`src/hdl/dvrt_pkg.sv`:
```
package dvrt_pkg;

   localparam int TableEntries = 64;
   localparam int IdxWidth = $clog2(TableEntries);
   localparam int CntWidth = IdxWidth + 1;
   localparam int EntryWidth = 64 * 4 + 19 + 32;

   localparam logic [1:0] MODE_UPSERT = 2'd0;
   localparam logic [1:0] MODE_POISON = 2'd1;
   localparam logic [1:0] MODE_GC = 2'd2;
   localparam logic [1:0] MODE_UNUSED = 2'd3;

   localparam logic [4:0] INFINITE_METRIC = 5'd16;
   localparam logic [4:0] DIRECT_NEIGHBOR = 5'h1f;

   localparam logic [0:0] CSR_GC_HOLD = 1'd0;

   typedef struct packed {
      logic [63:0] dest_high;
      logic [63:0] dest_low;
      logic [63:0] hop_high;
      logic [63:0] hop_low;
      logic        v6;
      logic [7:0]  plen;
      logic [4:0]  metric;
      logic [4:0]  nbr;
      logic [31:0] stamp;
   } entry_type;

   typedef struct packed {
      logic               load;
      logic               rd_en;
      logic [IdxWidth-1:0] rd_addr;
      logic               wr_en;
      logic [IdxWidth-1:0] wr_addr;
      logic [1:0]         wr_sel;
   } ctrl_type;

   typedef struct packed {
      logic match;
      logic poison_hit;
      logic gc_drop;
      logic upd_protect;
      logic upd_refresh;
      logic upd_replace;
   } status_type;

   localparam logic [1:0] WSEL_NEW = 2'd0;
   localparam logic [1:0] WSEL_UPD = 2'd1;
   localparam logic [1:0] WSEL_POISON = 2'd2;
   localparam logic [1:0] WSEL_COPY = 2'd3;

endpackage

```
`src/hdl/dvrt_control.sv`:
```
module dvrt_control (
   input  logic                  clock,
   input  logic                  reset,
   input  logic                  start,
   input  logic [1:0]            req_mode,
   input  dvrt_pkg::status_type  status,
   output dvrt_pkg::ctrl_type    ctrl,
   output logic                  busy,
   output logic                  done,
   output logic [6:0]            result_value,
   output logic                  table_full,
   output logic [6:0]            route_count,
   output logic                  table_changed
);
   localparam logic [2:0] ST_IDLE = 3'd0;
   localparam logic [2:0] ST_READ = 3'd1;
   localparam logic [2:0] ST_EVAL = 3'd2;
   localparam logic [2:0] ST_DONE = 3'd3;

   localparam int CW = dvrt_pkg::CntWidth;
   localparam int IW = dvrt_pkg::IdxWidth;

   logic [2:0] state_ff, state_in;
   logic [1:0] mode_ff, mode_in;
   logic [CW-1:0] count_ff, count_in;
   logic [CW-1:0] scan_ff, scan_in;
   logic [CW-1:0] kept_ff, kept_in;
   logic [CW-1:0] res_ff, res_in;
   logic full_ff, full_in;
   logic changed_ff, changed_in;

   always_ff @(posedge clock) begin
      if (reset) begin
         state_ff <= ST_IDLE;
         count_ff <= '0;
         changed_ff <= 1'b0;
      end else begin
         state_ff <= state_in;
         count_ff <= count_in;
         changed_ff <= changed_in;
      end
      mode_ff <= mode_in;
      scan_ff <= scan_in;
      kept_ff <= kept_in;
      res_ff <= res_in;
      full_ff <= full_in;
   end

   always_comb begin
      state_in = state_ff;
      mode_in = mode_ff;
      count_in = count_ff;
      scan_in = scan_ff;
      kept_in = kept_ff;
      res_in = res_ff;
      full_in = full_ff;
      changed_in = changed_ff;
      ctrl = '0;
      ctrl.rd_addr = scan_ff[IW-1:0];
      case (state_ff)
         ST_IDLE: begin
            if (start) begin
               ctrl.load = 1'b1;
               mode_in = req_mode;
               scan_in = '0;
               kept_in = '0;
               res_in = '0;
               full_in = 1'b0;
               state_in = ST_READ;
            end
         end
         ST_READ: begin
            if (mode_ff == dvrt_pkg::MODE_UNUSED) begin
               state_in = ST_DONE;
            end else if (scan_ff == count_ff) begin
               state_in = ST_DONE;
               if (mode_ff == dvrt_pkg::MODE_UPSERT) begin
                  if (count_ff == CW'(dvrt_pkg::TableEntries)) begin
                     full_in = 1'b1;
                  end else begin
                     ctrl.wr_en = 1'b1;
                     ctrl.wr_addr = count_ff[IW-1:0];
                     ctrl.wr_sel = dvrt_pkg::WSEL_NEW;
                     count_in = count_ff + 1'b1;
                     changed_in = 1'b1;
                     res_in = CW'(1);
                  end
               end else if (mode_ff == dvrt_pkg::MODE_GC) begin
                  count_in = kept_ff;
                  if (res_ff != '0) begin
                     changed_in = 1'b1;
                  end
               end
            end else begin
               ctrl.rd_en = 1'b1;
               state_in = ST_EVAL;
            end
         end
         ST_EVAL: begin
            scan_in = scan_ff + 1'b1;
            state_in = ST_READ;
            ctrl.wr_addr = scan_ff[IW-1:0];
            case (mode_ff)
               dvrt_pkg::MODE_UPSERT: begin
                  if (status.match) begin
                     state_in = ST_DONE;
                     ctrl.wr_sel = dvrt_pkg::WSEL_UPD;
                     ctrl.wr_en = status.upd_refresh || status.upd_replace;
                     if (status.upd_replace) begin
                        changed_in = 1'b1;
                        res_in = CW'(1);
                     end
                  end
               end
               dvrt_pkg::MODE_POISON: begin
                  ctrl.wr_sel = dvrt_pkg::WSEL_POISON;
                  if (status.poison_hit) begin
                     ctrl.wr_en = 1'b1;
                     changed_in = 1'b1;
                     res_in = res_ff + 1'b1;
                  end
               end
               default: begin
                  ctrl.wr_sel = dvrt_pkg::WSEL_COPY;
                  ctrl.wr_addr = kept_ff[IW-1:0];
                  if (status.gc_drop) begin
                     res_in = res_ff + 1'b1;
                  end else begin
                     ctrl.wr_en = kept_ff != scan_ff;
                     kept_in = kept_ff + 1'b1;
                  end
               end
            endcase
         end
         ST_DONE: begin
            state_in = ST_IDLE;
         end
         default: begin
            state_in = ST_IDLE;
         end
      endcase
   end

   assign busy = state_ff != ST_IDLE;
   assign done = state_ff == ST_DONE;
   assign result_value = 7'(res_ff);
   assign table_full = full_ff;
   assign route_count = 7'(count_ff);
   assign table_changed = changed_ff;
endmodule

```
`config.mk`:
```
export PLATFORM = sky130hd
export DESIGN_NAME = dvrt_control
export DESIGN_NICKNAME = d
export VERILOG_FILES = /design/src/hdl/dvrt_pkg.sv /design/src/hdl/dvrt_control.sv
export SDC_FILE = /design/constraint.sdc
export NUM_CORES = 1
export LEC_CHECK = 0
export ABC_AREA = 1
export BUFFER_PORTS_ARGS = -buffer_cell sky130_fd_sc_hd__buf_2
export CORE_ASPECT_RATIO = 1.75
export CORE_MARGIN = 4
export CORE_UTILIZATION = 56
export DETAILED_ROUTE_END_ITERATION = 12
export HOLD_SLACK_MARGIN = 0.15
export PLACE_DENSITY = 0.8
export RECOVER_POWER = 50
export SLEW_MARGIN = 20
export SYNTH_ARGS = -nofsm -noshare
export SYNTH_HDL_FRONTEND = slang
export SYNTH_SLANG_ARGS = --single-unit
export TNS_END_PERCENT = 50
```
`constraint.sdc`:
```
create_clock -name clock -period 3.8 [get_ports clock]
set_input_delay 1.14 -clock clock [delete_from_list [all_inputs] [get_ports clock]]
set_output_delay 1.14 -clock clock [all_outputs]
set_load 0.005 [all_outputs]
```
Word level (Yosys, flattened, before mapping)
Cells that the tools add are included.
{ "word_totals": {"register_bits": 35, "input_bits": 11, "output_inout_bits": 35, "wordCells": 115} }
{ "classes": {"add_sub_neg": 4, "eq_ne": 26, "n_mux": 58, "bitwise": 1, "reduce_logical": 18} }
{ "op_table": {"columns": ["op", "count"], "rows": [
  ["7-bit two-way mux", 14],
  ["7-bit one-hot mux with 2 select lines", 3],
  ["9-bit two-way mux", 4],
  ["7-bit by 1-bit adder with 7-bit output (second input constant)", 4],
  ["1-bit two-way mux", 25],
  ["3-bit != test (second input constant)", 7],
  ["7-bit one-hot mux with 3 select lines", 1],
  ["10-bit AND reduction", 2],
  ["2-bit != test (second input constant)", 9],
  ["9-bit one-hot mux with 2 select lines", 1],
  ["3-bit one-hot mux with 3 select lines", 1],
  ["1-bit one-hot mux with 2 select lines", 4],
  ["2-bit nonzero test", 4],
  ["7-bit == test", 1],
  ["7-bit == test (second input constant)", 1],
  ["7-bit != test", 1],
  ["7-bit nonzero test", 1],
  ["3-bit by 2-bit == test with 1-bit output (second input constant)", 2],
  ["6-bit two-way mux", 1],
  ["6-bit AND reduction", 1],
  ["3-bit nonzero test", 2],
  ["5-bit AND reduction", 1],
  ["2-bit == test (second input constant)", 2],
  ["2-bit two-way mux", 2],
  ["12 further kinds", 13]
]} }

Logic depth before layout (Yosys ltp)
{ "depth": {"word_depth": 7, "depth_mapped": 11} }

Worst setup path before layout
No wires, ideal clock.
{ "synth_path": {"kind": "input to register", "start": "input port start", "end": "register kept_ff[0], enable pin", "setup_time_ns": 0.412, "arrival_ns": 2.408, "required_ns": 3.388, "setup_slack_ns": 0.980, "cell_stages": 2, "n_path_buf": 0, "path_cell_list": "nor2_1 -> a2111oi_0"} }
{ "synth_between": {"elab_chain_len": 2} }
{ "synth_rtl": {"columns": ["element", "line", "source"], "rows": [
  ["from (decl)", "dvrt_control.sv:4", "input logic start,"],
  ["2-bit != test (no line)", null, null],
  ["4-bit AND reduction (no line)", null, null],
  ["to (signal assigned)", "dvrt_control.sv:44", "kept_ff <= kept_in;"],
  ["to (decl)", "dvrt_control.sv:27", "logic [CW-1:0] kept_ff, kept_in;"]
]} }
Every way passes these cells.
A chain may end at the register's enable or synchronous reset.

==> results.cfg <==
[cts]
postCtsSetupBuffers = 0
cts_resized = 0
numCtsBuffers = 5
h-tree-depth = 2
cts_root_buffer = clkbuf_8
clock-sinks = 34
cts_hold_buf = 0
clkTransAtPathRegs_ns = 0.06
cts_buffer_depth = 2
cts_tree = done
clk_latency_ns = 0.30

[logic_synthesis]
synth_largest_area_cell = edfxtp_1
synthesis.nets = 389
synth_edf_count = 24
synthCells = 367
synthArstFlopShare = 0
synth_seq_cells = 34
yosysWarnings = 0
synth_top_area_frac = 0.277
yosysMostFrequentCell = nand2_1
yosysSeqAreaShare = 0.354
synth.area.top_cells = edfxtp_1, nand2_1, dfxtp_1
synth_flop_cell = edfxtp_1
synthTopCellsByCount = nand2_1, inv_1, nor2_1
synth_cell_types = 36
syn_area_um2 = 2600
syn_avg_cell_area_um2 = 7.09

[power_and_ir_drop]
total_power_mw = 1.77
peakVddDrop_mv = 0.427
p_leak_nw = 1.33
p_per_area_nw_per_um2 = 618

[outcome]
status = complete, no violations

[sta]
layout_min_cycle_time_ns = 3.37
maxSlewViolCount = 0
fin_crit_sh = 0.888
setup-tns-final_ns = 0
slew-limit-headroom = 0.547
hold_viol = 0
setup_viol = 0
finalWorstSetupSlack_ns = 0.426
finalClockSkew_ns = 0.00753
worst_slew_pin_slew_ns = 0.677
fmax_mhz = 296
rsz0062_at_grt = false

[global_routing]
grt_pass1_vias = 2382
track_usage = 0.239
met2_usage = 0.415
antenna_found_initial = 0
use_met3 = 0.0423
grt_max_degree = 20
gr-total-overflow = 0
grt.busiest_layer = met2
grt_pass1_wl_um = 10900
use_met1 = 0.261

[floorplanning]
io_pins = 46
die-area_um2 = 5850
die_w_um = 59.5
coreArea_um2 = 4440
start_util = 0.586
num_rows = 32
dieHeight_um = 98.2

[run]
drv_cap = 0

[critical_path]
r2r_cells = 10
r2r-start = state_ff[0]
critPathLaunch = state_ff[0]
arrival_ns = 2.23
cp-end-kind = primary output
crit_required_ns = 2.66
crit_fanout = 10
setup.worst_path.start_class = flip-flop
crit_type = reg -> out

[layout]
drive_gt1_frac = 0.165
layout.cells.non_filler = 456
syn_to_final_growth_pct = 9.80
postLayoutCoreUtil = 0.643
nFillCells = 442
fin_nets = 426
antenna_cells = 0

[routing]
vias = 2526
drt_iter0_drc = 92
drc = 0
detail_route.wl_per_cell_um = 14.0
via_per_inst = 5.54
wirelength_um = 6400
drtAntennaViolNets = 0
firstDrtPassIters = 4

[placement]
place_ws_ns = 0.673
dp_cells = 448
numPortBuffers = 44
dp_hpwl_um = 5050
gp_congestion = 0.927

[min_path]
hold_path_depth = 2
worstHoldStart = table_changed
hp-class = reg -> reg
[routing by layer]
layer | wire [um] | up-vias | share of wire
met2 | 3460 | 69 | 0.54
li1 | - | 1284 | -
met3 | 284 | 21 | 0.044
met5 | 0 | - | 0
met4 | 231 | 0 | 0.036
met1 | 2420 | 1152 | 0.38
[state kept, by name (all words and copies together) (netlist names)]
register and flops:
route_count 7, kept_ff 7, table_full 1, mode_ff 2, state_ff 2, result_value 7
table_changed 1, scan_ff 7
[layout make-up]
cell class | count | area [um^2] | share of cell area
clock buffers | 6 | 72.6 | 0.0254
repair buffers | 48 | 241 | 0.0845
flip-flops and latches | 34 | 921 | 0.322
clock inverters | 2 | 8.76 | 0.00306
multi-input cells | 262 | 1350 | 0.473
inverters | 53 | 199 | 0.0696
well taps | 51 | 63.8 | 0.0223
[critical path: stages, from the launching register on]
cell and delay (ns):
dfxtp_1 0.36, inv_1 0.12, ha_1 0.17, inv_1 0.13, nor2_1 0.55, o21ai_0 0.24, nand3_1 0.14, nand2_1 0.07
inv_1 0.05, buf_2 0.10
[cell usage in the layout (no fill, tap or decap), types with 4 or more instances in the layout]
cell / synthesis / routed
ha_1: 11 / 11
nand2_2: 5 / 5
o21ai_0: 20 / 21
clkbuf_1: 3 / 5
dfxtp_1: 10 / 10
nor2_1: 42 / 44
buf_2: 4 / 40
a22oi_1: 6 / 6
nand3_1: 27 / 27
clkbuf_8: 0 / 5
nand4_1: 11 / 11
inv_1: 44 / 45
xnor2_1: 4 / 4
edfxtp_1: 24 / 24
a21oi_1: 27 / 27
inv_2: 8 / 7
nor3_1: 5 / 5
nand2_1: 82 / 82
[metrics by stage]
step	instance area, um^2	hold slack [ns]
final	2860	0.457
after global routing	2860	0.500
after CTS	2880	0.452
after global placement	2800	0.440
after detailed placement	2800	0.442
after floorplan	2600	0.447
[power by group]
part           switching (mW)  internal, mW  leakage, nW
sequential              0.159         0.558        0.319
combinational           0.509         0.280        0.971
clock                   0.133         0.126       0.0426
[logic make-up after synthesis]
| family | share of synthesized area |
|---|---|
| adders and majority gates | 0.0529 |
| xor gates and xnor gates | 0.0168 |
| buffers and inverters | 0.122 |
| DFF | 0.354 |
| and+or+nand+nor | 0.320 |
| AOI/OAI and AO/OA | 0.135 |
[worst paths after layout]
path                      to  slack, ns
max                  ctrl[8]       0.43
max reg2reg  result_value[0]       1.49
min reg2reg    table_changed       0.46
min            table_changed       0.46
Power figures use the tool's default switching activity.
